## config.mk

```make
export PLATFORM = sky130hd
export DESIGN_NAME = prba_ram
export DESIGN_NICKNAME = d
export VERILOG_FILES = /design/src/hw/rtl/periodic_radial_bin_average_defines.svh /design/src/hw/rtl/prba_ram.sv
export SDC_FILE = /design/constraint.sdc
export NUM_CORES = 1
export LEC_CHECK = 0
export BUFFER_PORTS_ARGS = -buffer_cell sky130_fd_sc_hd__buf_2
export CAP_MARGIN = 20
export CORE_MARGIN = 5
export CORE_UTILIZATION = 58
export CTS_CLUSTER_DIAMETER = 50
export DETAILED_ROUTE_END_ITERATION = 8
export GPL_TIMING_DRIVEN = 0
export HOLD_SLACK_MARGIN = 0.12
export PLACE_DENSITY_LB_ADDON = 0.3
export SKIP_LAST_GASP = 1
export SYNTH_ARGS = -nofsm -noshare
export SYNTH_HDL_FRONTEND = slang
export SYNTH_SLANG_ARGS = --single-unit
```

## constraint.sdc

```tcl
create_clock -name clk -period 2.35 [get_ports clk]
set_input_delay 0.47 -clock clk [delete_from_list [all_inputs] [get_ports clk]]
set_output_delay 0.47 -clock clk [all_outputs]
set_load 0.02 [all_outputs]
```

## src/hw/rtl/periodic_radial_bin_average_defines.svh

```systemverilog
// ----------------------------------------------------------------------------
// Assertion macros for the periodic radial bin average block
// Shared property shorthands; clk and rst_n are taken from the including scope.
// ----------------------------------------------------------------------------
`ifndef PERIODIC_RADIAL_BIN_AVERAGE_DEFINES_SVH
`define PERIODIC_RADIAL_BIN_AVERAGE_DEFINES_SVH

// Consequent must hold in the same cycle as the antecedent.
`define PRBA_ASSERT_SAME(label, ante, cons, msg) \
  label: assert property (@(posedge clk) disable iff (!rst_n) (ante) |-> (cons)) \
    else $error(msg);

// Consequent must hold in the cycle after the antecedent.
`define PRBA_ASSERT_NEXT(label, ante, cons, msg) \
  label: assert property (@(posedge clk) disable iff (!rst_n) (ante) |=> (cons)) \
    else $error(msg);

`endif

```

## src/hw/rtl/prba_ram.sv

```systemverilog
// ----------------------------------------------------------------------------
// prba_ram
// Simple dual-port RAM: one write port, one read port with registered data.
// ----------------------------------------------------------------------------
`default_nettype none

module prba_ram #(
  parameter int WIDTH = 8,
  parameter int DEPTH = 16
) (
  input  logic                     clk,
  input  logic                     we,
  input  logic [$clog2(DEPTH)-1:0] waddr,
  input  logic [WIDTH-1:0]         wdata,
  input  logic [$clog2(DEPTH)-1:0] raddr,
  output logic [WIDTH-1:0]         rd_data
);

  logic [WIDTH-1:0] mem_r [DEPTH];
  logic [WIDTH-1:0] rd_data_r;

  always_ff @(posedge clk) begin
    if (we) begin
      mem_r[waddr] <= wdata;
    end
    rd_data_r <= mem_r[raddr];
  end

  assign rd_data = rd_data_r;

endmodule

`default_nettype wire

```

* Yosys cells after proc, flatten, opt, wreduce, memory -nomap -nowiden
Memories as Yosys holds them, arrays and structs flattened. A register that Yosys moved wholly into a read port is not among the register bits. Index checks and enable logic that the tools add are counted. Widths: inputs -> output; s select.
Storage, ports and cells: flip-flop bits (word level) 0, RAM bits 128, bits of input ports 18, output and inout bits 8, memories kept 1
Operators by class: muxes and demuxes 2
Memory list:
- mem_r | depth 16, bits a word 8, rd ports 1, clocked after Yosys merged registers in 1, write ports 1, line prba_ram.sv:19 | logic [WIDTH-1:0] mem_r [DEPTH];
Operators by type and width (number):
- $mux 1 | 2

* Depth between registers and ports, before layout
word-level depth 2, gate-level depth with buffers 5, gate-level depth less buffers 3

* Worst setup path before layout
No wires, ideal clock.
path kind input to register, from input waddr[2], to memory mem_r[0][0] (enable), arrival time 1.580 ns, required time 1.967 ns, setup slack 0.387 ns, stages 2, cell sequence or3b_2 > nor3_1
RTL lines:
- start: declaration | line prba_ram.sv:13 | input logic [$clog2(DEPTH)-1:0] waddr,
- end: declaration | line prba_ram.sv:19
No word-level cell before the write port.

* Worst setup path after layout
from input waddr[2], to memory mem_r[0][2] (enable)
No word-level cell before the write port.

==> run_results.csv <==
group,metric,value,unit
global_routing,grt_pass1_wl,15400,um
power_and_ir_drop,p_comb_frac,0.051,
yosys,ys_types,19,
setup_path,rrSetupSlack,0.87,ns
power_and_ir_drop,switching_power,1093,uW
power_and_ir_drop,p_seq_frac,0.509,
final_layout,design_area,5952,sq um
placed_design,place_area,5423,sq um
cts,clkTransAtPathRegs,0.06,ns
cts,clock_latency,0.51,ns
setup_path,crit_chain,"buf_2, or3b_2, nor3_1, buf_2",
power_and_ir_drop,switching_share,0.2041,
floorplanning,die_x,104.2,um
global_routing,met3_usage,0.06952,
placed_design,port_buffers,24,
cts,clockRootBuffer,"clkbuf_8",
final_layout,layout_common_cells,"128 x edfxtp_1, 31 x buf_2, 18 x mux4_2",
flow_run,drv_cap,0,
floorplanning,dieArea,10860,sq um
cts,clock_path_buffers,2,
cts,hold_buffers,0,
floorplanning,start_util,0.5931,
yosys,syn_area,5147,sq um
sta,finClkSkew,0.007228,ns
yosys,syn-num-nets,247,
yosys,syn_inst,229,
routing,drtAntennaViolNets,0,
setup_path,path_class,"in -> reg",
routing,drt_first_iter_violations,289,
sta,slew_violations,0,
cts,cts_tree,"built",
global_routing,use_met2,0.3183,
power_and_ir_drop,leakage,0.002025,uW
floorplanning,core,8678,sq um
global_routing,busiest_layer,"met2",
setup_path,critical-path-max-stage-delay,0.65,ns
sta,fin_crit_sh,0.7875,
power_and_ir_drop,p_per_area,899.7,nW/um^2
routing,wl_per_cell,25.60,um
yosys,ys_warn_count,0,
global_routing,grt_max_degree,17,
routing,drtPass1Iterations,5,
placed_design,gp_congestion,0.7185,
floorplanning,fp-row-count,34,
sta,fin_ws,0.4993,ns
floorplanning,io_pins,26,
setup_path,critPathRequiredTime,2.56,ns
final_layout,nFillCells,547,
power_and_ir_drop,report.power.total,5355,uW
setup_path,startpoint,"waddr[2]",
routing,routed_wl,10140,um
setup_path,r2r-start,"mem_r[5][0]",
power_and_ir_drop,internal-power,4262,uW
yosys,avgSynthCellArea,22.48,sq um
placed_design,dp.cells,365,
yosys,ys_ff_latch,136,
setup_path,end_kind,"register",
worst_hold_path,holdPathStages,1,
floorplanning,die_h,104.2,um
setup_path,worstRegToRegCells,3,
final_layout,mostFrequentLayoutCell,"edfxtp_1",
sta,finalSetupViolations,0,
placed_design,dp_hpwl,6121,um
global_routing,grt_util_all_layers,0.2011,
routing,drc_errors,0,
setup_path,startpoint_type,"primary input",
setup_path,critPathMaxFanout,5,
power_and_ir_drop,vdd_drop_max,446.9,uV
sta,tightest_slew,0.8128,ns
routing,via_per_inst,6.303,
final_layout,instances_no_fill,396,
sta,hold_violations,0,
outcome,status,"completed",
worst_hold_path,hold_path.class,"in -> reg",
final_layout,diodes,0,
cts,post_cts_buffers,0,
cts,cts_buffers,17,
setup_path,r2r_end,"rd_data[0]",
setup_path,cp.arrival,2.06,ns
setup_path,cpMaxStageDelayCell,"nor3_1",
global_routing,grt_pass1_vias,2557,
global_routing,grtUsageMet1,0.2644,
cts,cts.repair.resized,0,
sta,fmax,540.3,MHz
global_routing,grt_remaining_overflow,0,
setup_path,crit_top_cell,"buf_2",
sta,rsz0062_at_grt,"no",
power_and_ir_drop,clockPowerShare,0.440,
yosys,ys_seq_area_frac,0.7778,
cts,cts.sinks,136,
final_layout,drive_above_1_share,0.2951,
sta,finalCriticalPeriod,1.851,ns
final_layout,nNetsFinal,294,
setup_path,crit_end,"mem_r[0][2]",
final_layout,area_growth,15.63,%
global_routing,antenna_found_initial,0,
final_layout,post-route-util,0.6858,
cts,htreeDepth,4,
sta,slew_headroom,0.4539,
placed_design,dp_worst_setup_slack,-0.01184,ns
routing,vias,2496,
-- worst min path at each step --
stage / end / startpoint
final: mem_r[7][6] / wdata[6]
after global routing: mem_r[11][6] / wdata[6]
after CTS: mem_r[11][6] / wdata[6]
after detailed placement: rd_data[2] / mem_r[11][2]
after global placement: rd_data[3] / mem_r[11][3]
after floorplan: mem_r[0][0] / wdata[0]
-- sequential cells by signal (all words and copies together) (netlist names) --
register,cells
mem_r,128
rd_data,8
-- power by group through the flow --
| stage | sequential [uW] | combinational, uW | clock [uW] |
|---|---|---|---|
| after floorplan | 2790 | 138 | 0 |
| after global placement | 2770 | 265 | 0 |
| after detailed placement | 2780 | 273 | 0 |
| after CTS | 2730 | 279 | 2380 |
| after global routing | 2730 | 299 | 2510 |
| final | 2730 | 275 | 2350 |
-- cell usage after synthesis, drive strengths merged --
library cell   count  share of area
edfxtp           128           0.75
nand3b             2         0.0029
clkdlybuf4s25      3         0.0058
a22oi             16          0.023
nand2              9         0.0066
nand3              1        0.00097
nor2b              1         0.0012
nor3               4         0.0039
buf                7          0.011
dfxtp              8          0.031
nand2b             2         0.0024
nor2              13         0.0095
and2               1         0.0012
or3b               1         0.0017
mux4              32           0.15
and2b              1         0.0015
-- worst max-delay path: cells and delay by family --
family / cells / cell delay, ns
AND/OR/NAND/NOR: 2 / 1.18
buffers and inverters: 2 / 0.40
-- cells by family (layout without fill, tap and decap cells) --
logic type | Yosys count | in the layout | share of synthesized area
AOI/OAI and AO/OA | 16 | 16 | 0.02334
buffers and inverters | 10 | 69 | 0.01677
DFF | 136 | 136 | 0.7778
and+or+nand+nor | 35 | 35 | 0.03184
muxes | 32 | 32 | 0.1502
-- layer usage --
layer / vias to the layer above / part of all wire
met5: - / 0
met4: 0 / 0.028
met3: 24 / 0.096
met2: 139 / 0.51
met1: 1267 / 0.37
li1: 1066 / -
-- through the flow --
stage / hold slack, ns / TNS (ns)
finish: 0.3605 / 0
global route: 0.3511 / 0
CTS: 0.3438 / 0
detailed placement: 0.6865 / -0.04689
global placement: 0.6554 / -1.310
floorplan: 0.5689 / 0
-- layout make-up --
type                            instances  area (sq um)  share of cell area
Multi-Input combinational cell         83          1057              0.1776
Clock inverter                          9         76.32             0.01282
Buffer                                 10         86.33             0.01450
Clock buffer                           22         452.9             0.07610
Timing Repair Buffer                   28         140.1             0.02354
Sequential cell                       136          4004              0.6727
Tap cell                              108         135.1             0.02270
No activity file was read; power rests on OpenSTA's default activity.
