[src/hw/rtl/periodic_radial_bin_average_defines.svh]
// ----------------------------------------------------------------------------
// Assertion macros for the periodic radial bin average block
// Shared property shorthands; clk and rst_n are taken from the including scope.
// ----------------------------------------------------------------------------
`ifndef PERIODIC_RADIAL_BIN_AVERAGE_DEFINES_SVH
`define PERIODIC_RADIAL_BIN_AVERAGE_DEFINES_SVH

// Consequent must hold in the same cycle as the antecedent.
`define PRBA_ASSERT_SAME(label, ante, cons, msg) \
  label: assert property (@(posedge clk) disable iff (!rst_n) (ante) |-> (cons)) \
    else $error(msg);

// Consequent must hold in the cycle after the antecedent.
`define PRBA_ASSERT_NEXT(label, ante, cons, msg) \
  label: assert property (@(posedge clk) disable iff (!rst_n) (ante) |=> (cons)) \
    else $error(msg);

`endif

[src/hw/rtl/prba_pkg.sv]
// ----------------------------------------------------------------------------
// prba_pkg
// Shared constants, codes and types of the periodic radial bin average block.
// ----------------------------------------------------------------------------
`default_nettype none

package prba_pkg;

  localparam int DEF_MAX_EDGE     = 32;
  localparam int DEF_BIN_COUNT    = 769;
  localparam int DEF_SAMPLE_WIDTH = 24;

  localparam int CFG_W     = 6;
  localparam int CFG_IDX_W = 2;
  localparam int COUNT_W   = 16;
  localparam int RSQ_W     = 10;

  localparam logic [CFG_W-1:0] SIZE_RESET = CFG_W'(32);

  typedef enum logic [CFG_IDX_W-1:0] {
    REG_SIZE_X = 2'd0,
    REG_SIZE_Y = 2'd1,
    REG_SIZE_Z = 2'd2
  } cfg_reg_t;

  typedef enum logic {
    CMD_ACCUM = 1'b0,
    CMD_DRAIN = 1'b1
  } cmd_t;

  typedef enum logic [1:0] {
    ST_CLEAR,
    ST_RUN,
    ST_SCAN,
    ST_DIV
  } state_t;

  typedef struct packed {
    logic [CFG_W-1:0] size_x;
    logic [CFG_W-1:0] size_y;
    logic [CFG_W-1:0] size_z;
  } lattice_cfg_t;

  typedef struct packed {
    logic step;
    logic clear;
  } site_ctl_t;

endpackage

`default_nettype wire

[src/hw/rtl/prba_site.sv]
// ----------------------------------------------------------------------------
// prba_site
// Lattice site counter and periodic squared-distance bin index.
// ----------------------------------------------------------------------------
`default_nettype none

module prba_site #(
  parameter int MAX_EDGE  = 32,
  parameter int BIN_COUNT = 769
) (
  input  logic                         clk,
  input  logic                         rst_n,
  input  prba_pkg::lattice_cfg_t       cfg,
  input  prba_pkg::site_ctl_t          ctl,
  output logic [$clog2(BIN_COUNT)-1:0] bin_idx
);

  import prba_pkg::*;

  localparam int POS_W = $clog2(MAX_EDGE);
  localparam int EXT_W = $clog2(MAX_EDGE + 1);
  localparam int CW    = (EXT_W > CFG_W) ? EXT_W : CFG_W;
  localparam int SQ_W  = 2 * EXT_W;
  localparam int R2_W  = SQ_W + 2;
  localparam int BW    = $clog2(BIN_COUNT);
  localparam int KW    = (R2_W > BW + 1) ? R2_W : BW + 1;

  function automatic logic [EXT_W-1:0] extent(input logic [CFG_W-1:0] s);
    logic [CW-1:0] w;
    w = CW'(s);
    if (w == '0) return EXT_W'(1);
    if (w > CW'(MAX_EDGE)) return EXT_W'(MAX_EDGE);
    return EXT_W'(w);
  endfunction

  // Distance to the nearer origin image; an out-of-extent coordinate counts as zero.
  function automatic logic [EXT_W-1:0] fold(input logic [POS_W-1:0] p,
                                            input logic [EXT_W-1:0] n);
    logic [EXT_W-1:0] c;
    logic [EXT_W-1:0] d;
    c = EXT_W'(p);
    if (c >= n) c = '0;
    d = n - c;
    return (c < d) ? c : d;
  endfunction

  logic [POS_W-1:0] pos_x_r, pos_y_r, pos_z_r;
  logic [POS_W-1:0] pos_x_nxt, pos_y_nxt, pos_z_nxt;
  logic [EXT_W-1:0] ext_x, ext_y, ext_z;
  logic [EXT_W-1:0] fx, fy, fz;
  logic [EXT_W-1:0] inc_x, inc_y, inc_z;
  logic             wrap_x, wrap_y, wrap_z;
  logic [SQ_W-1:0]  sq_x, sq_y, sq_z;
  logic [R2_W-1:0]  r2;

  assign ext_x = extent(cfg.size_x);
  assign ext_y = extent(cfg.size_y);
  assign ext_z = extent(cfg.size_z);

  assign fx = fold(pos_x_r, ext_x);
  assign fy = fold(pos_y_r, ext_y);
  assign fz = fold(pos_z_r, ext_z);

  assign sq_x = SQ_W'(fx) * SQ_W'(fx);
  assign sq_y = SQ_W'(fy) * SQ_W'(fy);
  assign sq_z = SQ_W'(fz) * SQ_W'(fz);
  assign r2   = R2_W'(sq_x) + R2_W'(sq_y) + R2_W'(sq_z);

  // Distances past the last bin land in it.
  assign bin_idx = (KW'(r2) >= KW'(BIN_COUNT)) ? BW'(BIN_COUNT - 1) : BW'(r2);

  assign inc_x  = EXT_W'(pos_x_r) + EXT_W'(1);
  assign inc_y  = EXT_W'(pos_y_r) + EXT_W'(1);
  assign inc_z  = EXT_W'(pos_z_r) + EXT_W'(1);
  assign wrap_x = inc_x >= ext_x;
  assign wrap_y = inc_y >= ext_y;
  assign wrap_z = inc_z >= ext_z;

  always_comb begin
    pos_x_nxt = pos_x_r;
    pos_y_nxt = pos_y_r;
    pos_z_nxt = pos_z_r;
    if (ctl.clear) begin
      pos_x_nxt = '0;
      pos_y_nxt = '0;
      pos_z_nxt = '0;
    end else if (ctl.step) begin
      pos_x_nxt = wrap_x ? '0 : POS_W'(inc_x);
      if (wrap_x) begin
        pos_y_nxt = wrap_y ? '0 : POS_W'(inc_y);
        if (wrap_y) begin
          pos_z_nxt = wrap_z ? '0 : POS_W'(inc_z);
        end
      end
    end
  end

  always_ff @(posedge clk) begin
    if (!rst_n) begin
      pos_x_r <= '0;
      pos_y_r <= '0;
      pos_z_r <= '0;
    end else begin
      pos_x_r <= pos_x_nxt;
      pos_y_r <= pos_y_nxt;
      pos_z_r <= pos_z_nxt;
    end
  end

endmodule

`default_nettype wire

[config.mk]
export PLATFORM = sky130hd
export DESIGN_NAME = prba_site
export DESIGN_NICKNAME = d
export VERILOG_FILES = /design/src/hw/rtl/periodic_radial_bin_average_defines.svh /design/src/hw/rtl/prba_pkg.sv /design/src/hw/rtl/prba_site.sv
export SDC_FILE = /design/constraint.sdc
export NUM_CORES = 1
export LEC_CHECK = 0
export ABC_AREA = 0
export BUFFER_PORTS_ARGS = -buffer_cell sky130_fd_sc_hd__buf_4
export CAP_MARGIN = 25
export CORE_AREA = 2 2 103 115
export DETAILED_ROUTE_END_ITERATION = 7
export DIE_AREA = 0 0 105 117
export GPL_ROUTABILITY_DRIVEN = 0
export PLACE_DENSITY = 0.72
export SLEW_MARGIN = 10
export SYNTH_ARGS = -nofsm -noshare
export SYNTH_HDL_FRONTEND = slang
export SYNTH_SLANG_ARGS = --single-unit
[constraint.sdc]
create_clock -name clk -period 13.3 [get_ports clk]
set_input_delay 0 -clock clk [delete_from_list [all_inputs] [get_ports clk]]
set_output_delay 0 -clock clk [all_outputs]
set_load 0.1 [all_outputs]
* Word-level counts from Yosys, hierarchy flattened
Cells that the tools add are included.
** Storage, ports and cells
- Bits in latches :: 0
- RAM bits :: 0
- Memories kept :: 0
- Word-level logic and storage cells :: 65
- ROM bits :: 0
- Flip-flop bits (word level) :: 15
** Cells by class
- $add $sub $neg :: 8
- $mul :: 3
- Order comparisons :: 13
- Shift operators :: 0
- Reductions and logical operators :: 6
- Equality and inequality tests :: 0
- Mux-type cells :: 31
- Bitwise logic cells :: 1
- Divide/modulo/power cells :: 0
** Operators by type and width (number)
- $mux 6 :: 15
- $mul 6x6->12 :: 3
- $mux 5 :: 6
- $add 5x1->6 const B :: 3
- $ge 5x6->1 :: 3
- $ge 6x6->1 :: 3
- $gt 6x6->1 const B :: 3
- $logic_not 6->1 :: 3
- $lt 6x6->1 :: 3
- $sub 6x6->6 :: 3
- $add 13x12->14 :: 1
- $ge 14x10->1 const B :: 1
- $add 12x12->13 :: 1
- $mux 10 :: 1
- $mux 1 :: 9
- $reduce_and 3->1 :: 1
- $reduce_and 2->1 :: 1
- $reduce_or 2->1 :: 1
- $not 1->1 :: 1

* Longest topological paths before layout
Gate-level depths: netlist of the first run.
- Depth after elaboration :: 15
- Depth in mapped cells :: 45
- Gate-level depth less buffers :: 43

* Least setup slack after synthesis of the first run
Ideal clock, no wire load.
- Path type :: flip-flop to output port
- Start point :: register pos_z_r[0]
- End point :: output port bin_idx[2]
- Buffers on the path :: 3
- Path slack :: 0.398 ns
- Cell stages (with the launch flop) :: 40
- Required time :: 13.300 ns
- Arrival :: 12.902 ns
- Path through :: dfxtp_1 -> clkbuf_1 -> inv_1 -> ha_1 -> nand2b_1 -> a21o_1 -> a21o_1 -> a41oi_1 -> clkbuf_1 -> nand2_1 -> fa_1 -> a21o_1 -> a21oi_1 -> xnor2_1 -> inv_1 -> ha_1 -> nand2_1 -> a21oi_1 -> [4 not listed] -> inv_1 -> fa_1 -> fa_1 -> inv_1 -> fa_1 -> inv_1 -> fa_1 -> inv_1 -> fa_1 -> inv_1 -> ha_1 -> o21ai_1 -> a22oi_4 -> a311oi_1 -> mux2_1 -> or3_1 -> buf_6 -> nor4b_1
** Between the ends
- Cells in the longest elaborated chain, start to end :: 9
** Ends and longest elaborated chain
- start: declaration :: RTL line prba_site.sv:47 : logic [POS_W-1:0] pos_x_r, pos_y_r, pos_z_r;
- start signal: assignment :: RTL line prba_site.sv:106 : pos_z_r <= pos_z_nxt;
- $ge 5x6->1 :: RTL line prba_site.sv:42 : if (c >= n) c = '0;
- $mux 5 * :: RTL line prba_site.sv:42
- $sub 6x6->6 :: RTL line prba_site.sv:43 : d = n - c;
- $lt 6x6->1 :: RTL line prba_site.sv:44 : return (c < d) ? c : d;
- $mux 6 * :: RTL line prba_site.sv:44
- $mul 6x6->12 * :: RTL line prba_site.sv:66 : assign sq_z = SQ_W'(fz) * SQ_W'(fz);
- $add 13x12->14 * :: RTL line prba_site.sv:67 : assign r2 = R2_W'(sq_x) + R2_W'(sq_y) + R2_W'(sq_z);
- $ge 14x10->1 :: RTL line prba_site.sv:70 : assign bin_idx = (KW'(r2) >= KW'(BIN_COUNT)) ? BW'(BIN_COUNT - 1) : BW'(r2);
- $mux 10 * :: RTL line prba_site.sv:70
- end: declaration :: RTL line prba_site.sv:15 : output logic [$clog2(BIN_COUNT)-1:0] bin_idx
Every way passes the cells marked *; elsewhere a longest branch is shown, timed or not.

* Worst setup path in the final report of the first run
- Start point :: register pos_x_r[0]
- End point :: output port bin_idx[6]
** Between the ends
- Cells in the longest elaborated chain, start to end :: 10
** Ends and longest elaborated chain
- start: declaration :: RTL line prba_site.sv:47
- start signal: assignment :: RTL line prba_site.sv:104 : pos_x_r <= pos_x_nxt;
- $ge 5x6->1 :: RTL line prba_site.sv:42
- $mux 5 * :: RTL line prba_site.sv:42
- $sub 6x6->6 :: RTL line prba_site.sv:43
- $lt 6x6->1 :: RTL line prba_site.sv:44
- $mux 6 * :: RTL line prba_site.sv:44
- $mul 6x6->12 * :: RTL line prba_site.sv:64 : assign sq_x = SQ_W'(fx) * SQ_W'(fx);
- $add 12x12->13 * :: RTL line prba_site.sv:67
- $add 13x12->14 * :: RTL line prba_site.sv:67
- $ge 14x10->1 :: RTL line prba_site.sv:70
- $mux 10 * :: RTL line prba_site.sv:70
Marked as above.

==> results of run 1 <==
[stage by stage]
stage                     cell area, um^2  instances
final                                6500        926
after global routing                 6500        926
after CTS                            6490        925
after detailed placement             6410        921
after global placement               6400        920
after floorplan                      6060        759
[cell families after synthesis]
family	after synthesis	share of synthesized area
AND/OR/NAND/NOR	212	0.180
adder cells (fa/ha/maj)	168	0.431
multiplexers	37	0.0644
buffers and inverters	162	0.104
other	2	0.00126
flip-flops	15	0.0502
XOR/XNOR	25	0.0366
AO/OA/AOI/OAI	117	0.133
[layout make-up]
cell class                 instances  area, um^2  area share
multi-input combinational        582        5140       0.791
inverter                         139         522      0.0803
sequential                        15         300      0.0462
timing repair buffer              36         270      0.0416
tap                              150         188      0.0289
clock buffer                       3        75.1      0.0116
clock inverter                     1        5.00    0.000770
[state kept, by name (all words and copies together) (netlist names)]
register,count
pos_z_r,5
pos_y_r,5
pos_x_r,5
[path summary, 6_finish.rpt]
path / slack [ns] / startpoint / cells past startpoint / endpoint
worst max-delay path: 1.97 / pos_x_r[0]$_SDFFE_PP0P_ / 42 / bin_idx[6]
worst min-delay path: 0.06 / ctl[1] / 3 / pos_x_r[4]$_SDFFE_PP0P_
worst max register to register: 10.24 / pos_x_r[0]$_SDFFE_PP0P_ / 8 / pos_z_r[0]$_SDFFE_PP0P_
worst min register to register: 0.52 / pos_y_r[0]$_SDFFE_PP0P_ / 2 / pos_y_r[0]$_SDFFE_PP0P_
[metal layers]
layer / vias up / part of all wire / track usage
met2: 90 / 0.51 / 0.436
met3: 11 / 0.025 / 0.0105
li1: 2558 / - / -
met1: 2442 / 0.45 / 0.289
met4: 0 / 0.0099 / 0.0338
met5: - / 0 / 0
[layout by cell type (no fill, tap or decap), types with 12 or more instances in the layout]
cell and count:
a21oi_1 30, buf_4 36, conb_1 23, dfxtp_1 15
fa_1 63, ha_1 105, inv_1 139, mux2i_1 25
nand2_1 63, nand2b_1 13, nand3_1 45, nor2_1 25
nor3_1 14, o21ai_0 16, xnor2_1 12, xor2_1 13
[critical path, delay by kind of cell, from the launching register on]
family                     cells  cell delay [ns]
muxes                          2             0.73
AOI/OAI and AO/OA              9             1.97
adders and majority gates     11             4.62
DFF                            1             0.55
and+or+nand+nor                8             1.64
xor gates and xnor gates       1             0.26
buffers and inverters         11             1.32
[power by group]
group	switching [mW]	leakage (nW)	total, mW	internal, mW
logic	0.307	3.14	0.469	0.162
clock network	0.0188	0.0409	0.0589	0.0402
registers	0.000730	0.121	0.0460	0.0453
==> results.md, run 1 <==
- Worst hold margin: 0.0587 ns
- VDD IR max: 0.000281 V
- Slowest-stage cell, CP: a31oi_1
- Root buffer cell: clkbuf_16
- EDFF count, synth: 0
- Synth Instances: 738
- Setup TNS: 0 ns
- Port Buffer Count: 31
- Total CTS buffers: 3
- ANT nets after route: 0
- Initial DRC Count: 200
- Full die area: 12300 um^2
- Yosys warning total: 0
- CP arrival: 11.33 ns
- Drt total wl: 12900 um
- Tcrit/Tclk final: 0.852
- CP required: 13.30 ns
- Synth top area share: 0.220
- Global-route wire length before repair: 23400 um
- Register area share after synthesis: 0.0502
- Critical setup path kind: flop to primary output
- Worst-Skew Late Latency: 0.25 ns
- Dpl ws: 1.89 ns
- Area Overhead vs Synth: 8.68%
- Total grt overflow: 0
- CP most frequent cell: inv_1
- Final worst slack: 1.97 ns
- Fin nets: 967
- Clk slew on worst S/H paths: 0.05 ns
- LEAKAGE: 3.31 nW
- Max incr delay on CP: 0.58 ns
- PD cells: 88.4 nW/um^2
- Via count: 5101
- Setup violators final: 0
- Relative slew slack: 0.376
- Outcome: finished clean
- Share of cells above drive strength 1: 0.0786
- Number of fill cells: 1054
- CTS tree: yes
- Hold Path Class: input pin to flop
- Setup crit start kind: flop
- DR DRC count: 0
- Post_cts resized: 0
- Chip height: 117 um
- CP endpoint kind: primary output
- Dominant cell by count in the synthesized netlist: inv_1
- Mapped cell area: 5980 um^2
- Unrepaired setup endpoints after global routing: no
- FF+latch count, synth: 15
- Fin. Hold Viols: 0
- Max Slew Vio Count: 0
- Initial antenna violation count: 0
- Fraction of registers with async set/reset: 0
- Number of global-route vias before repair: 5120
- Drt via density: 5.51
- Cts hold-fix bufs: 0
- Final core occ: 0.581
- Total power: 0.574 mW
- Main synth FF type: dfxtp_1
- Core Region: 11200 um^2
- DP HPWL: 11000 um
- Synth top area cells: ha_1, fa_1, inv_1
- Number of I/O pins: 32
- Biggest area consumer among synthesized cells: ha_1
- Max-cap violations: 0
- Ranking of synthesized cells by instance count: inv_1, ha_1, fa_1, nand2_1, nand3_1
- Sink Count: 15
- H-Tree Depth: 1
- Post-route minimum period: 11.33 ns
- Distinct cell type count after synthesis: 62
- Diode count: 0
- DR pass1 iterations: 5
- Overall Global Routing Usage: 0.227
- Fmax: 88.2 MHz
- Max Fanout on Critical Path: 17
- Routed len/inst: 13.9 um
- Site row count: 41
- Starting Density: 0.535
- Die Span X: 105 um
- Clock tree buffer depth: 2
- Largest net degree at the start of global routing: 32
- Worst-margin pin slew: 0.936 ns
- Post CTS Setup Buffer Count: 0
- Syn avg cell area: 8.10 um^2
- Clock skew: 0.00248 ns
(Power assumes the default switching activity.)
==> run 2: changes to the inputs <==
- CORE_AREA: 2 2 103 115 -> 2 2 105 117
- DIE_AREA: 0 0 105 117 -> 0 0 107 119
- PLACE_DENSITY: 0.72 -> 0.69
==> results.md, run 2 (synthesized netlist as in run 1, its figures left out) <==
- Core Region: 11700 um^2
- Share of cells above drive strength 1: 0.0773
- Clk slew on worst S/H paths: 0.05 ns
- H-Tree Depth: 1
- Post-route cell area: 6500 um^2
- Total grt overflow: 0
- Setup violators final: 0
- Initial antenna violation count: 0
- Fmax: 90.6 MHz
- Top flop regs: pos_x_r x5, pos_y_r x5, pos_z_r x5
- Full die area: 12700 um^2
- ANT nets after route: 0
- Max-cap violations: 0
- Critical setup path kind: flop to primary output
- Final std cells w/o fill: 930
- Global-route wire length before repair: 22900 um
- Die Span X: 107 um
- Number of I/O pins: 32
- CP arrival: 11.04 ns
- Starting Density: 0.510
- Cts hold-fix bufs: 0
- Fin. Hold Viols: 0
- CP most frequent cell: inv_1
- Post CTS Setup Buffer Count: 0
- DP HPWL: 11000 um
- Worst-margin pin slew: 0.919 ns
- CP endpoint kind: primary output
- Hold depth: 4
- Drt via density: 5.44
- Setup TNS: 0 ns
- Slowest-stage cell, CP: dfxtp_1
- CP required: 13.30 ns
- Initial DRC Count: 305
- Max incr delay on CP: 0.58 ns
- Post_cts resized: 0
- Max Slew Vio Count: 0
- Via count: 5059
- Site row count: 42
- Sink Count: 15
- Fin nets: 967
- Root buffer cell: clkbuf_16
- Max Fanout on Critical Path: 17
- Chip height: 119 um
- Diode count: 0
- Number of global-route vias before repair: 5154
- Drt total wl: 12900 um
- Commonest non-fill, non-tap cells in the layout: inv_1, ha_1, nand2_1, fa_1, nand3_1
- Clock tree buffer depth: 2
- Tcrit/Tclk final: 0.830
- Worst reg2reg path depth: 8
- Worst-Skew Late Latency: 0.25 ns
- Overall Global Routing Usage: 0.215
- Total CTS buffers: 3
- DP Area: 6420 um^2
- Largest net degree at the start of global routing: 32
- Inst Count DP: 925
- DR DRC count: 0
- Setup crit start kind: flop
- Number of fill cells: 1080
- CTS tree: yes
- Post-route minimum period: 11.04 ns
- DR pass1 iterations: 5
- Most common cell after layout, fill and taps aside: inv_1
- Routed len/inst: 13.9 um
- Outcome: finished clean
- Port Buffer Count: 31
- VDD IR max: 0.000291 V
- LEAKAGE: 3.30 nW
- Area Overhead vs Synth: 8.75%
- Relative slew slack: 0.387
- Hold Path Class: input pin to flop
- PD cells: 88.5 nW/um^2
- Clock skew: 0.00147 ns
- Unrepaired setup endpoints after global routing: no
[run 2: path summary, 6_finish.rpt]
kind	start	end	slack, ns
worst min-delay path	ctl[0]	pos_y_r[2]$_SDFFE_PP0P_	0.06
worst max register to register	pos_x_r[0]$_SDFFE_PP0P_	pos_z_r[0]$_SDFFE_PP0P_	10.24
worst min register to register	pos_y_r[4]$_SDFFE_PP0P_	pos_y_r[4]$_SDFFE_PP0P_	0.52
worst max-delay path	pos_x_r[0]$_SDFFE_PP0P_	bin_idx[3]	2.26
[run 2: through the flow]
| stage | utilization | power, mW | setup slack (ns) | hold slack, ns |
|---|---|---|---|---|
| after floorplan | - | 0.429 | 0.398 | 0.150 |
| after global placement | 0.547 | 0.500 | 2.36 | 0.307 |
| after detailed placement | 0.548 | 0.512 | 2.02 | 0.318 |
| after CTS | 0.554 | 0.576 | 1.68 | 0.0606 |
| after global routing | 0.555 | 0.634 | 1.49 | 0.0854 |
| final | 0.555 | 0.576 | 2.26 | 0.0603 |
[run 2: routing by layer]
layer | share of wire | track usage
met1 | 0.45 | 0.283
met2 | 0.51 | 0.391
met3 | 0.026 | 0.00712
met4 | 0.013 | 0.0487
met5 | 0 | 0
[run 2: where the power goes]
group          leakage [nW]  internal (mW)  switching, mW  total [mW]
registers             0.121         0.0453       0.000795      0.0461
logic                  3.14          0.162          0.308       0.470
clock network        0.0382         0.0406         0.0185      0.0591
total                  3.30          0.248          0.328       0.576
[run 2: critical path, delay by kind of cell (launching register included)]
family | cells | cell delay [ns]
buf+inv | 11 | 1.27
simple gates | 8 | 1.57
compound gates | 9 | 1.78
mux | 2 | 0.73
xor+xnor | 1 | 0.24
flops | 1 | 0.58
fa+ha+maj | 11 | 4.60
[run 2: cell type report]
| cell class | instances | area [um^2] | area share |
|---|---|---|---|
| multi-input combinational | 582 | 5140 | 0.790 |
| inverter | 139 | 522 | 0.0802 |
| sequential | 15 | 300 | 0.0462 |
| timing repair buffer | 36 | 270 | 0.0416 |
| tap | 154 | 193 | 0.0296 |
| clock buffer | 4 | 78.8 | 0.0121 |
