===== src/hw/rtl/periodic_radial_bin_average_defines.svh =====
// ----------------------------------------------------------------------------
// Assertion macros for the periodic radial bin average block
// Shared property shorthands; clk and rst_n are taken from the including scope.
// ----------------------------------------------------------------------------
`ifndef PERIODIC_RADIAL_BIN_AVERAGE_DEFINES_SVH
`define PERIODIC_RADIAL_BIN_AVERAGE_DEFINES_SVH

// Consequent must hold in the same cycle as the antecedent.
`define PRBA_ASSERT_SAME(label, ante, cons, msg) \
  label: assert property (@(posedge clk) disable iff (!rst_n) (ante) |-> (cons)) \
    else $error(msg);

// Consequent must hold in the cycle after the antecedent.
`define PRBA_ASSERT_NEXT(label, ante, cons, msg) \
  label: assert property (@(posedge clk) disable iff (!rst_n) (ante) |=> (cons)) \
    else $error(msg);

`endif


===== src/hw/rtl/prba_div.sv =====
// ----------------------------------------------------------------------------
// prba_div
// Dual radix-2 restoring divider: two signed dividends over one unsigned
// divisor, quotients truncated toward zero, one quotient bit per cycle.
// ----------------------------------------------------------------------------
`default_nettype none

module prba_div #(
  parameter int SUM_W = 40,
  parameter int QUO_W = 24,
  parameter int DEN_W = 16
) (
  input  logic                    clk,
  input  logic                    rst_n,
  input  logic                    start,
  input  logic [SUM_W-1:0]        num_a,
  input  logic [SUM_W-1:0]        num_b,
  input  logic [DEN_W-1:0]        den,
  output logic                    done,
  output logic signed [QUO_W-1:0] quo_a,
  output logic signed [QUO_W-1:0] quo_b
);

  localparam int IT_W = $clog2(SUM_W + 1);

  logic             busy_r, busy_nxt;
  logic             done_r, done_nxt;
  logic [IT_W-1:0]  it_r, it_nxt;
  logic [SUM_W-1:0] qa_r, qb_r;
  logic [DEN_W-1:0] ra_r, rb_r, den_r;
  logic             neg_a_r, neg_b_r;

  logic [DEN_W:0]   sh_a, sh_b, diff_a, diff_b;
  logic             ge_a, ge_b;
  logic [SUM_W-1:0] abs_a, abs_b, mag_a, mag_b;

  assign abs_a = num_a[SUM_W-1] ? (~num_a + SUM_W'(1)) : num_a;
  assign abs_b = num_b[SUM_W-1] ? (~num_b + SUM_W'(1)) : num_b;

  assign sh_a   = {ra_r, qa_r[SUM_W-1]};
  assign sh_b   = {rb_r, qb_r[SUM_W-1]};
  assign diff_a = sh_a - {1'b0, den_r};
  assign diff_b = sh_b - {1'b0, den_r};
  assign ge_a   = sh_a >= {1'b0, den_r};
  assign ge_b   = sh_b >= {1'b0, den_r};

  always_comb begin
    busy_nxt = busy_r;
    done_nxt = 1'b0;
    it_nxt   = it_r;
    if (start) begin
      busy_nxt = 1'b1;
      it_nxt   = IT_W'(SUM_W);
    end else if (busy_r) begin
      it_nxt = it_r - IT_W'(1);
      if (it_r == IT_W'(1)) begin
        busy_nxt = 1'b0;
        done_nxt = 1'b1;
      end
    end
  end

  always_ff @(posedge clk) begin
    if (!rst_n) begin
      busy_r <= 1'b0;
      done_r <= 1'b0;
      it_r   <= '0;
    end else begin
      busy_r <= busy_nxt;
      done_r <= done_nxt;
      it_r   <= it_nxt;
    end
  end

  always_ff @(posedge clk) begin
    if (start) begin
      qa_r    <= abs_a;
      qb_r    <= abs_b;
      ra_r    <= '0;
      rb_r    <= '0;
      den_r   <= den;
      neg_a_r <= num_a[SUM_W-1];
      neg_b_r <= num_b[SUM_W-1];
    end else if (busy_r) begin
      qa_r <= {qa_r[SUM_W-2:0], ge_a};
      qb_r <= {qb_r[SUM_W-2:0], ge_b};
      ra_r <= ge_a ? diff_a[DEN_W-1:0] : sh_a[DEN_W-1:0];
      rb_r <= ge_b ? diff_b[DEN_W-1:0] : sh_b[DEN_W-1:0];
    end
  end

  assign mag_a = neg_a_r ? (~qa_r + SUM_W'(1)) : qa_r;
  assign mag_b = neg_b_r ? (~qb_r + SUM_W'(1)) : qb_r;

  assign done  = done_r;
  assign quo_a = signed'(mag_a[QUO_W-1:0]);
  assign quo_b = signed'(mag_b[QUO_W-1:0]);

endmodule

`default_nettype wire


===== config.mk =====
export PLATFORM = sky130hd
export DESIGN_NAME = prba_div
export DESIGN_NICKNAME = d
export VERILOG_FILES = /design/src/hw/rtl/periodic_radial_bin_average_defines.svh /design/src/hw/rtl/prba_div.sv
export SDC_FILE = /design/constraint.sdc
export NUM_CORES = 1
export LEC_CHECK = 0
export ABC_AREA = 1
export BUFFER_PORTS_ARGS = -buffer_cell sky130_fd_sc_hd__buf_2
export CORE_MARGIN = 2
export CORE_UTILIZATION = 45
export DETAILED_ROUTE_END_ITERATION = 6
export PLACE_DENSITY = 0.76
export SYNTH_ARGS = -nofsm -noshare
export SYNTH_HDL_FRONTEND = slang
export SYNTH_SLANG_ARGS = --single-unit

===== constraint.sdc =====
create_clock -name clk -period 3.8 [get_ports clk]
set_input_delay 0 -clock clk [delete_from_list [all_inputs] [get_ports clk]]
set_output_delay 0 -clock clk [all_outputs]
set_load 0.05 [all_outputs]

# Word-level counts from Yosys, hierarchy flattened
# Cells that the tools add are included.
classes:
  add_sub_neg: 7
  magnitude_cmp: 2
  n_eq_ne: 1
  muxes: 16
  n_bitwise: 6
  reduce_logical: 3
ops:
  columns: ["operator", "n"]
  rows:
  - ["2-to-1 mux 40 bit", 6]
  - ["adder 40 x 1 -> 40 bit (second input constant)", 2]
  - ["inverter 40 bit", 2]
  - ["adder 24 x 1 -> 24 bit (second input constant)", 2]
  - ["2-to-1 mux 24 bit", 2]
  - ["inverter 24 bit", 2]
  - ["greater-or-equal comparator 17 x 16 -> 1 bit", 2]
  - ["2-to-1 mux 16 bit", 2]
  - ["subtractor 16 bit", 2]
  - ["2-to-1 mux 6 bit", 2]
  - ["== test 6 x 1 -> 1 bit (second input constant)", 1]
  - ["subtractor 6 x 1 -> 6 bit (second input constant)", 1]
  - ["2-to-1 mux 1 bit", 4]
  - ["OR reduction 3 bit", 1]
  - ["inverter 1 bit", 2]
  - ["nonzero test 2 bit", 1]
  - ["OR reduction 2 bit", 1]
word_totals:
  reg_bits: 138
  input_bits: 99

# Logic depth before layout (Yosys ltp)
# Gate-level depths: netlist (run 1).
depth:
  ltp_word: 4
  mapped_depth: 16
  mapped_depth_nobuf: 14

# Least setup slack after synthesis (run 1)
# Ideal clock, no wire load.
synth_path:
  kind: "flip-flop to flip-flop"
  start: "register busy_r"
  end: "register qa_r[0] (enable)"
  setup_time_ps: 434
  arrival_time_ps: 2448
  path_slack_ps: 919
  path_stages_with_launch: 5
  n_path_buf: 2
  period_less_slack_ps: 2881
  path_cell_list: "dfxtp_1 clkbuf_1 nor2_1 clkbuf_1 inv_1"
synth_via:
  elab_chain_cells: 1
synth_lines:
  columns: ["item", "line", "source"]
  rows:
  - ["start, declared", "prba_div.sv:26", "logic busy_r, busy_nxt;"]
  - ["start signal, assigned", "prba_div.sv:69", "busy_r <= busy_nxt;"]
  - ["nonzero test 2 bit (no source line)", null, null]
  - ["end signal, assigned", "prba_div.sv:77", "qa_r <= abs_a;"]
  - ["end signal, assigned", "prba_div.sv:85", "qa_r <= {qa_r[SUM_W-2:0], ge_a};"]
  - ["end, declared", "prba_div.sv:29", "logic [SUM_W-1:0] qa_r, qb_r;"]
# Every way passes these cells.
# A chain may end at the register's enable or synchronous reset.

# Worst setup path in the final report (run 1)
layout_path:
  start: "register qa_r[0]"
  end: "output quo_a[22]"
layout_via:
  elab_chain_cells: 3
layout_lines:
  columns: ["item", "line", "source"]
  rows:
  - ["inverter 24 bit", "prba_div.sv:92", "assign mag_a = neg_a_r ? (~qa_r + SUM_W'(1)) : qa_r;"]
  - ["adder 24 x 1 -> 24 bit", "prba_div.sv:92", null]
  - ["2-to-1 mux 24 bit", "prba_div.sv:92", null]
  - ["end, declared", "prba_div.sv:20", "output logic signed [QUO_W-1:0] quo_a,"]
# Every way passes these cells.

==> results.toml, run 1 <==
[outcome]
status = "completed"

[drt]
ant_nets = 0
remaining_drc_errors = 0
vias = 11600
wire_per_inst_um = 14.3
drt-total-wl_um = 32300
firstDrtPassIters = 6
drt_iter0_markers = 970
avgViaCountPerCell = 5.15

[critical_path]
cp-start-kind = "flip-flop"
required_ns = 3.80
crit_buf_inv = 3
critPathTopFamily = "simple AND/OR/NAND/NOR gates"
cp_cell_sequence = "inv_1 -> ha_1 -> nand2_1 -> nor2_1 -> inv_1 -> nor2_1 -> nand2_1 -> o21ai_2 -> o21ai_0 -> nor2_1 -> nand2_1 -> nand2_1 -> buf_2"
cp.arrival_ns = 2.66
crit_top_cell = "nand2_1"
worst_path_max_delay_cell = "edfxtp_1"
path_max_fanout = 4
crit_type = "reg -> out"
endpoint_kind = "primary output"
slowest_delay_ns = 0.44

[clock_tree]
post-cts-setup-buffers = 0
cts.sinks = 138
clk_path_buf_depth = 2
numCtsBuffers = 17
htree_levels = 4
cts_resized = 0
cts_tree = "yes"
clk_pin_slew_ns = 0.06
cts_root_buffer = "clkbuf_16"
ctsHoldBuffers = 61
clock_latency_ns = 0.44

[sta]
fin_tns_setup_ns = 0
drv_slew = 0
relSlewSlack = 0.320
fin_crit_sh = 0.701
worst_pin_slew_ns = 1.02
final.setup_skew_ns = 0.0108
max_freq_ghz = 0.375
setup_slack_ns = 1.14
post-route-min-period_ns = 2.66
hold_viol = 0
rsz0062_at_grt = "false"
setup_viol = 0

[die]
floorplan.rows = 58
die_w_um = 163
io_pins = 148
start_util = 0.453
die_h_um = 163
fp.dieArea_mm2 = 0.0264
core_area_mm2 = 0.0250

[global_routing]
grt_remaining_overflow = 0
grt_pass1_wl_um = 52300
grt_usage = 0.246
grt_max_degree = 77
antenna_found_initial = 0
first_global_vias = 10900

[yosys]
synth-seq-area-share = 0.331
synth_nets = 1864
synth.cell_area_mm2 = 0.0113
yosysTopAreaCellShare = 0.260
yosys_warnings = 0
synth_cell_types = 46
syn_inst = 1725
yosys.area.top_type = "edfxtp_1"
synthTopCellsByArea = "edfxtp_1, nand2_1, dfxtp_1, nor2_1, inv_1"
syn_avg_cell_area_um2 = 6.56
ys_ff_latch = 138

[pwr]
ir_drop_v = 0.000217
leakagePower_nw = 6.54
intPower_w = 0.00320
fin_total_pwr_w = 0.00494
power_frac_comb = 0.272
pwr_density_cell_mw_per_mm2 = 366
pwr-share-seq = 0.378
p_switching_w = 0.00174
p_sw_frac = 0.352
clkPwrFrac = 0.351

[placed_design]
gp_congestion = 0.926
port_buffers = 147
pre_cts_slack_ns = 1.40
dp_hpwl_um = 24100
placed_area_mm2 = 0.0123

[finish]
diodes = 0
stdcell_area_mm2 = 0.0135
area_delta_synth_final_pct = 19.3
utilization = 0.541
drive_gt1_frac = 0.112
fin_nets = 2049

[worst_hold_path]
hold_path.class = "in -> reg"

[flow_run]
max_cap_violations = 0
[metrics by stage]
stage               hold WS, ns  std cells
floorplan                0.0989       1725
global placement          0.179       2160
detailed placement        0.179       2160
CTS                     0.00113       2252
global route             0.0214       2252
finish                   0.0132       2252
[cells in the final DEF, fill, tap and decap left out, drive strengths merged, types with 5 or more instances in the layout]
cell type	netlist	routed
nand3	147	147
edfxtp	98	98
a31oi	9	9
xnor2	29	29
buf	20	153
nand3b	25	25
nand4	23	23
a21oi	33	33
ha	38	38
o21ai	94	94
dfxtp	40	40
o31ai	5	5
nor2	214	214
clkbuf	28	18
nor3	17	17
nand2	604	604
clkinv	1	8
inv	207	210
dlygate4sd3	0	61
xor2	68	68
or2	8	8
[layout make-up]
cell class / count / area [um2]
Clock inverter: 13 / 168
Sequential cell: 138 / 3740
Multi-Input combinational cell: 1331 / 6570
Clock buffer: 18 / 429
Fill cell: 2455 / 11500
Tap cell: 330 / 413
Timing Repair Buffer: 214 / 1390
Inverter: 208 / 782
[Yosys cell counts, drive strengths merged]
cell type / count
nand2: 604
nor2: 214
inv: 207
nand3: 147
edfxtp: 98
o21ai: 94
xor2: 68
dfxtp: 40
ha: 38
a21oi: 33
xnor2: 29
clkbuf: 28
nand3b: 25
nand4: 23
buf: 20
nor3: 17
a31oi: 9
or2: 8
o31ai: 5
nor4: 4
and2: 2
and3: 2
fa: 2
o21bai: 2
a211oi: 1
a21o: 1
clkinv: 1
nor3b: 1
o211ai: 1
o21a: 1
[power by group through the flow]
stage | Clock (W) | Combinational, W | Sequential [W]
detailed placement | 0 | 0.00128 | 0.00189
finish | 0.00173 | 0.00134 | 0.00187
global route | 0.00183 | 0.00146 | 0.00188
floorplan | 0 | 0.000947 | 0.00186
global placement | 0 | 0.00127 | 0.00189
CTS | 0.00176 | 0.00134 | 0.00186
[worst register-to-register path: cells and delay by family (launching register included)]
| kind | cells | cell delay [ns] |
|---|---|---|
| DFF | 1 | 0.37 |
| and+or+nand+nor | 8 | 1.32 |
| adders and majority gates | 1 | 0.27 |
| buffers and inverters | 1 | 0.09 |
| AOI/OAI and AO/OA | 1 | 0.08 |
[routing by layer]
metal  vias to the layer above  part of all wire  global-route usage
met5                         -                 0                   0
li1                       5889                 -                   -
met3                        67             0.055              0.0349
met4                         0             0.025              0.0869
met1                      5261              0.46               0.332
met2                       372              0.46               0.403
[registers in the layout, indices dropped and copies added, names as in the netlist]
| signal | cells |
|---|---|
| neg_b_r | 1 |
| rb_r | 16 |
| den_r | 16 |
| it_r | 6 |
| neg_a_r | 1 |
| qb_r | 40 |
| done | 1 |
| ra_r | 16 |
| qa_r | 40 |
| busy_r | 1 |
[logic make-up after synthesis]
| kind of cell | Yosys count | share of synthesized area |
|---|---|---|
| AOI/OAI and AO/OA | 147 | 0.0701 |
| xor gates and xnor gates | 97 | 0.0751 |
| adders and majority gates | 40 | 0.0456 |
| buffers and inverters | 256 | 0.0889 |
| DFF | 138 | 0.331 |
| and+or+nand+nor | 1047 | 0.389 |
[worst paths after layout]
kind              slack, ns       from        end  cells past startpoint
setup / recovery       1.14    qa_r[0]  quo_a[22]                     13
hold / removal         0.01  num_b[33]   qb_r[33]                      3
setup reg to reg       1.41  den_r[11]    qa_r[0]                     11
hold reg to reg        0.47   rb_r[15]   rb_r[15]                      2
Power figures use the tool's default switching activity.
==> inputs of run 2 (changes only) <==
==> constraint.sdc (replaced) <==
create_clock -name clk -period 2.8 [get_ports clk]
set_input_delay 0 -clock clk [delete_from_list [all_inputs] [get_ports clk]]
set_output_delay 0 -clock clk [all_outputs]
set_load 0.05 [all_outputs]
==> results.toml, run 2 (synthesis results as in run 1) <==
[outcome]
status = "completed"

[drt]
firstDrtPassIters = 5
drt-total-wl_um = 31600
vias = 11500
avgViaCountPerCell = 5.12
wire_per_inst_um = 14.0
remaining_drc_errors = 0
drt_iter0_markers = 1052
ant_nets = 0

[clock_tree]
cts_root_buffer = "clkbuf_16"
cts_tree = "yes"
clock_latency_ns = 0.43
cts.sinks = 138
numCtsBuffers = 17
post-cts-setup-buffers = 0
htree_levels = 4
clk_path_buf_depth = 2
clk_pin_slew_ns = 0.06

[sta]
hold_viol = 0
post-route-min-period_ns = 2.59
final.setup_skew_ns = 0.00910
max_freq_ghz = 0.385
fin_tns_setup_ns = 0
fin_crit_sh = 0.927
worst_pin_slew_ns = 0.642
setup_slack_ns = 0.205
setup_viol = 0
rsz0062_at_grt = "false"
relSlewSlack = 0.572
drv_slew = 0

[worst_hold_path]
whs_endpoint = "qb_r[5]"
hold_path.class = "in -> reg"
hold_start = "num_b[5]"
min_path_cells = 3

[critical_path]
r2r_end = "rb_r[12]"
cp.arrival_ns = 2.59
endpoint_kind = "primary output"
crit_type = "reg -> out"
required_ns = 2.80
timing.rr.start = "den_r[7]"
reg2regPathDepth = 14
cp-start-kind = "flip-flop"
cp_cell_sequence = "nor2_1 -> nand3_1 -> nor2_1 -> nand2_1 -> nor2_1 -> nand2_1 -> nand2_1 -> o21ai_0 -> xor2_1 -> clkbuf_4"
reg2reg_slack_ns = 0.51
worst_path_max_delay_cell = "edfxtp_1"
slowest_delay_ns = 0.44
path_max_fanout = 4

[global_routing]
met3_usage = 0.0328
grt_usage = 0.242
antenna_found_initial = 1
grt_max_degree = 55
grt_remaining_overflow = 0
first_global_vias = 10800
grt_pass1_wl_um = 51600
use_met1 = 0.329
use_met2 = 0.392
grt_busiest_layer = "met2"

[pwr]
ir_drop_v = 0.000283
leakagePower_nw = 6.51
pwr_density_cell_mw_per_mm2 = 484

[finish]
layout_commonest_cell = "nand2_1"
stdcell_area_mm2 = 0.0134
fin_nets = 2046
seqCellArea_mm2 = 0.00374
area_delta_synth_final_pct = 18.8
final_cell_mix = "nand2_1, nor2_1, inv_1, nand3_1, buf_2"
drive_gt1_frac = 0.115
fillers = 2480
top_regs = "qa_r: 40 flops, qb_r: 40 flops"
multi_input_area_mm2 = 0.00657
utilization = 0.538

[placed_design]
port_buffers = 147
pre_cts_slack_ns = 0.563
gp_congestion = 0.939
dp_hpwl_um = 24000
placed_area_mm2 = 0.0123

[die]
io_pins = 148
floorplan.rows = 58
die_h_um = 163
core_area_mm2 = 0.0250
start_util = 0.453
die_w_um = 163
fp.dieArea_mm2 = 0.0264

[flow_run]
max_cap_violations = 0
run 2: cell count changes in the layout (fill, tap and decap cells not counted), moves of 2 or more:
cell           delta
buf_12            +2
buf_2             -2
buf_4             +2
bufinv_16         -2
clkbuf_4          +2
clkinv_1          +2
clkinv_4          -2
clkinvlp_4        +4
dlygate4sd3_1     -7
run 2: layout make-up:
class                           instances  area share
Sequential cell                       138       0.279
Tap cell                              330      0.0307
Inverter                              208      0.0584
Clock inverter                         15     0.00912
Antenna cell                            1    0.000186
Timing Repair Buffer                  211       0.103
Clock buffer                           17      0.0316
Multi-Input combinational cell       1331       0.489
run 2: worst max path at each step:
stage | start | to | slack, ns | cells after the start
after floorplan | busy_r | qa_r[0] | 0.07 | 4
after global placement | den_r[8] | rb_r[9] | 0.62 | 14
after detailed placement | den_r[7] | rb_r[12] | 0.56 | 14
after CTS | qa_r[0] | quo_a[22] | 0.20 | 13
after global routing | qb_r[4] | quo_b[23] | 0.008 | 10
final | qb_r[4] | quo_b[23] | 0.21 | 10
run 2: where the power goes:
part / switching, W / leakage (nW) / total [W] / internal [W]
Combinational: 0.00128 / 4.92 / 0.00182 / 0.000538
Clock: 0.000941 / 0.263 / 0.00216 / 0.00122
Sequential: 0.000129 / 1.32 / 0.00253 / 0.00240
run 2: critical path: cells and delay by family (launching register included):
| kind | cells | cell delay (ns) |
|---|---|---|
| compound gates | 1 | 0.12 |
| buf+inv | 1 | 0.30 |
| flops | 1 | 0.44 |
| xor+xnor | 1 | 0.28 |
| simple gates | 7 | 1.03 |
run 2: metal layers:
metal,up-vias,share of wire,wire length [um]
met2,358,0.46,14400
met4,0,0.027,841
met5,-,0,0
met3,56,0.054,1700
met1,5216,0.46,14600
li1,5886,-,-
run 2: what timing repair did:
| item | 4_1_cts | 5_1_grt |
|---|---|---|
| resized for setup | 0 | 3 |
| hold buffers | 54 | 0 |
| endpoints found under the hold margin | 59 | 0 |
| setup endpoints to repair | 0 | 2 |
run 2: stage by stage:
step                      hold slack (ns)  power [W]  instances
after floorplan                    0.0989    0.00381       1725
after global placement              0.177    0.00429       2164
after detailed placement            0.179    0.00432       2164
after CTS                        0.000729    0.00654       2250
after global routing               0.0162    0.00682       2251
final                              0.0178    0.00651       2251
==> inputs of run 3 (changes only) <==
--- a/config.mk
+++ b/config.mk
@@ -7,6 +7,7 @@
 export LEC_CHECK = 0
 export ABC_AREA = 1
 export BUFFER_PORTS_ARGS = -buffer_cell sky130_fd_sc_hd__buf_2
+export CORE_ASPECT_RATIO = 0.75
 export CORE_MARGIN = 2
 export CORE_UTILIZATION = 45
 export DETAILED_ROUTE_END_ITERATION = 6
==> results.toml, run 3 (synthesis results as in run 1) <==
[outcome]
status = "complete, but fails checks"
violations = "design-rule violations"

[sta]
hold_viol = 0
relSlewSlack = 0.540
max_freq_ghz = 0.385
fin_crit_sh = 0.929
fin_tns_setup_ns = 0
final.setup_skew_ns = 0.0109
setup_viol = 0
worst_pin_slew_ns = 0.688
drv_slew = 0
post-route-min-period_ns = 2.60
rsz0062_at_grt = "false"

[finish]
fin_nets = 2040
drive_gt1_frac = 0.119
layout_commonest_cell = "nand2_1"
diodes = 0
utilization = 0.540
top_regs = "qa_r: 40 flops, qb_r: 40 flops"
area_delta_synth_final_pct = 18.7
final_cell_mix = "nand2_1, nor2_1, inv_1, buf_2, nand3_1"

[global_routing]
antenna_found_initial = 1
grt_remaining_overflow = 0
grt_usage = 0.248
grt_max_degree = 44
first_global_vias = 10500
grt_pass1_wl_um = 52600

[worst_hold_path]
whs_endpoint = "qb_r[36]"
hold_start = "num_b[36]"
min_path_cells = 4
hold_path.class = "in -> reg"

[placed_design]
gp_congestion = 0.961
port_buffers = 147
dp_hpwl_um = 25300

[clock_tree]
cts_root_buffer = "clkbuf_16"
cts_resized = 0
cts.sinks = 138
ctsHoldBuffers = 43
htree_levels = 4
numCtsBuffers = 17
clock_latency_ns = 0.43
post-cts-setup-buffers = 0
clk_path_buf_depth = 2
cts_tree = "yes"
clk_pin_slew_ns = 0.07

[drt]
wire_per_inst_um = 14.7
drt-total-wl_um = 33200
ant_nets = 0
remaining_drc_errors = 1
drt_iter0_markers = 1207
firstDrtPassIters = 7
avgViaCountPerCell = 5.22
vias = 11800

[critical_path]
cp-start-kind = "flip-flop"
endpoint_kind = "primary output"
r2r_end = "rb_r[15]"
crit_type = "reg -> out"
required_ns = 2.80
path_max_fanout = 4
cp.arrival_ns = 2.60
reg2regPathDepth = 14
reg2reg_slack_ns = 0.49
timing.rr.start = "den_r[2]"

[pwr]
pwr_density_cell_mw_per_mm2 = 496
ir_drop_v = 0.000419
leakagePower_nw = 6.51

[die]
die_h_um = 141
io_pins = 148
die_w_um = 187
fp.dieArea_mm2 = 0.0264
floorplan.rows = 50
start_util = 0.455
core_area_mm2 = 0.0248

[flow_run]
max_cap_violations = 0
run 3: how the worst max path moves through the flow:
stage	cells after the start	end	slack, ns	startpoint
floorplan	4	qa_r[0]	0.07	busy_r
global placement	12	rb_r[13]	0.63	den_r[14]
detailed placement	14	rb_r[10]	0.55	den_r[2]
CTS	13	quo_a[22]	0.19	qa_r[0]
global route	12	quo_b[21]	0.007	qb_r[4]
finish	13	quo_a[22]	0.20	qa_r[0]
run 3: where the power goes:
group | leakage, nW | total, W | switching (W) | internal, W
sequential | 1.32 | 0.00254 | 0.000136 | 0.00240
clock | 0.293 | 0.00229 | 0.00102 | 0.00128
combinational | 4.90 | 0.00183 | 0.00130 | 0.000530
total | 6.51 | 0.00666 | 0.00245 | 0.00421
run 3: per-layer routing:
metal / global-route usage / up-vias / wire length [um]
li1: - / 5876 / -
met3: 0.0524 / 34 / 2900
met4: 0.0535 / 2 / 398
met5: 0 / - / 13
met1: 0.364 / 5350 / 15900
met2: 0.375 / 497 / 14000
run 3: worst max-delay path, cell delays in order, from the launching register on:
cell and delay (ns):
edfxtp_1 0.41, inv_1 0.12, ha_1 0.19, nand2_1 0.07, nor2_1 0.18, inv_1 0.07
nor2_1 0.12, nand2_1 0.14, o21ai_2 0.17, o21ai_0 0.17, nor2_1 0.13, nand2_1 0.06
nand2_1 0.08, buf_2 0.26
run 3: final cells by class:
cell class	instances	area (um2)
repair buffers	205	1300
inverters	208	785
multi-input cells	1331	6570
well taps	338	423
clock buffers	17	425
flip-flops and latches	138	3740
fillers	2454	11400
clock inverters	15	174
run 3: through the flow:
step / instance area [um2] / setup WS [ns] / cells / power [W] / hold WS, ns
floorplan: 11300 / 0.0747 / 1725 / 0.00381 / 0.0989
global placement: 12400 / 0.627 / 2177 / 0.00431 / 0.181
detailed placement: 12400 / 0.552 / 2177 / 0.00433 / 0.179
CTS: 13400 / 0.194 / 2252 / 0.00666 / 0.000499
global route: 13400 / 0.00677 / 2252 / 0.00693 / 0.00812
finish: 13400 / 0.200 / 2252 / 0.00666 / 0.0148
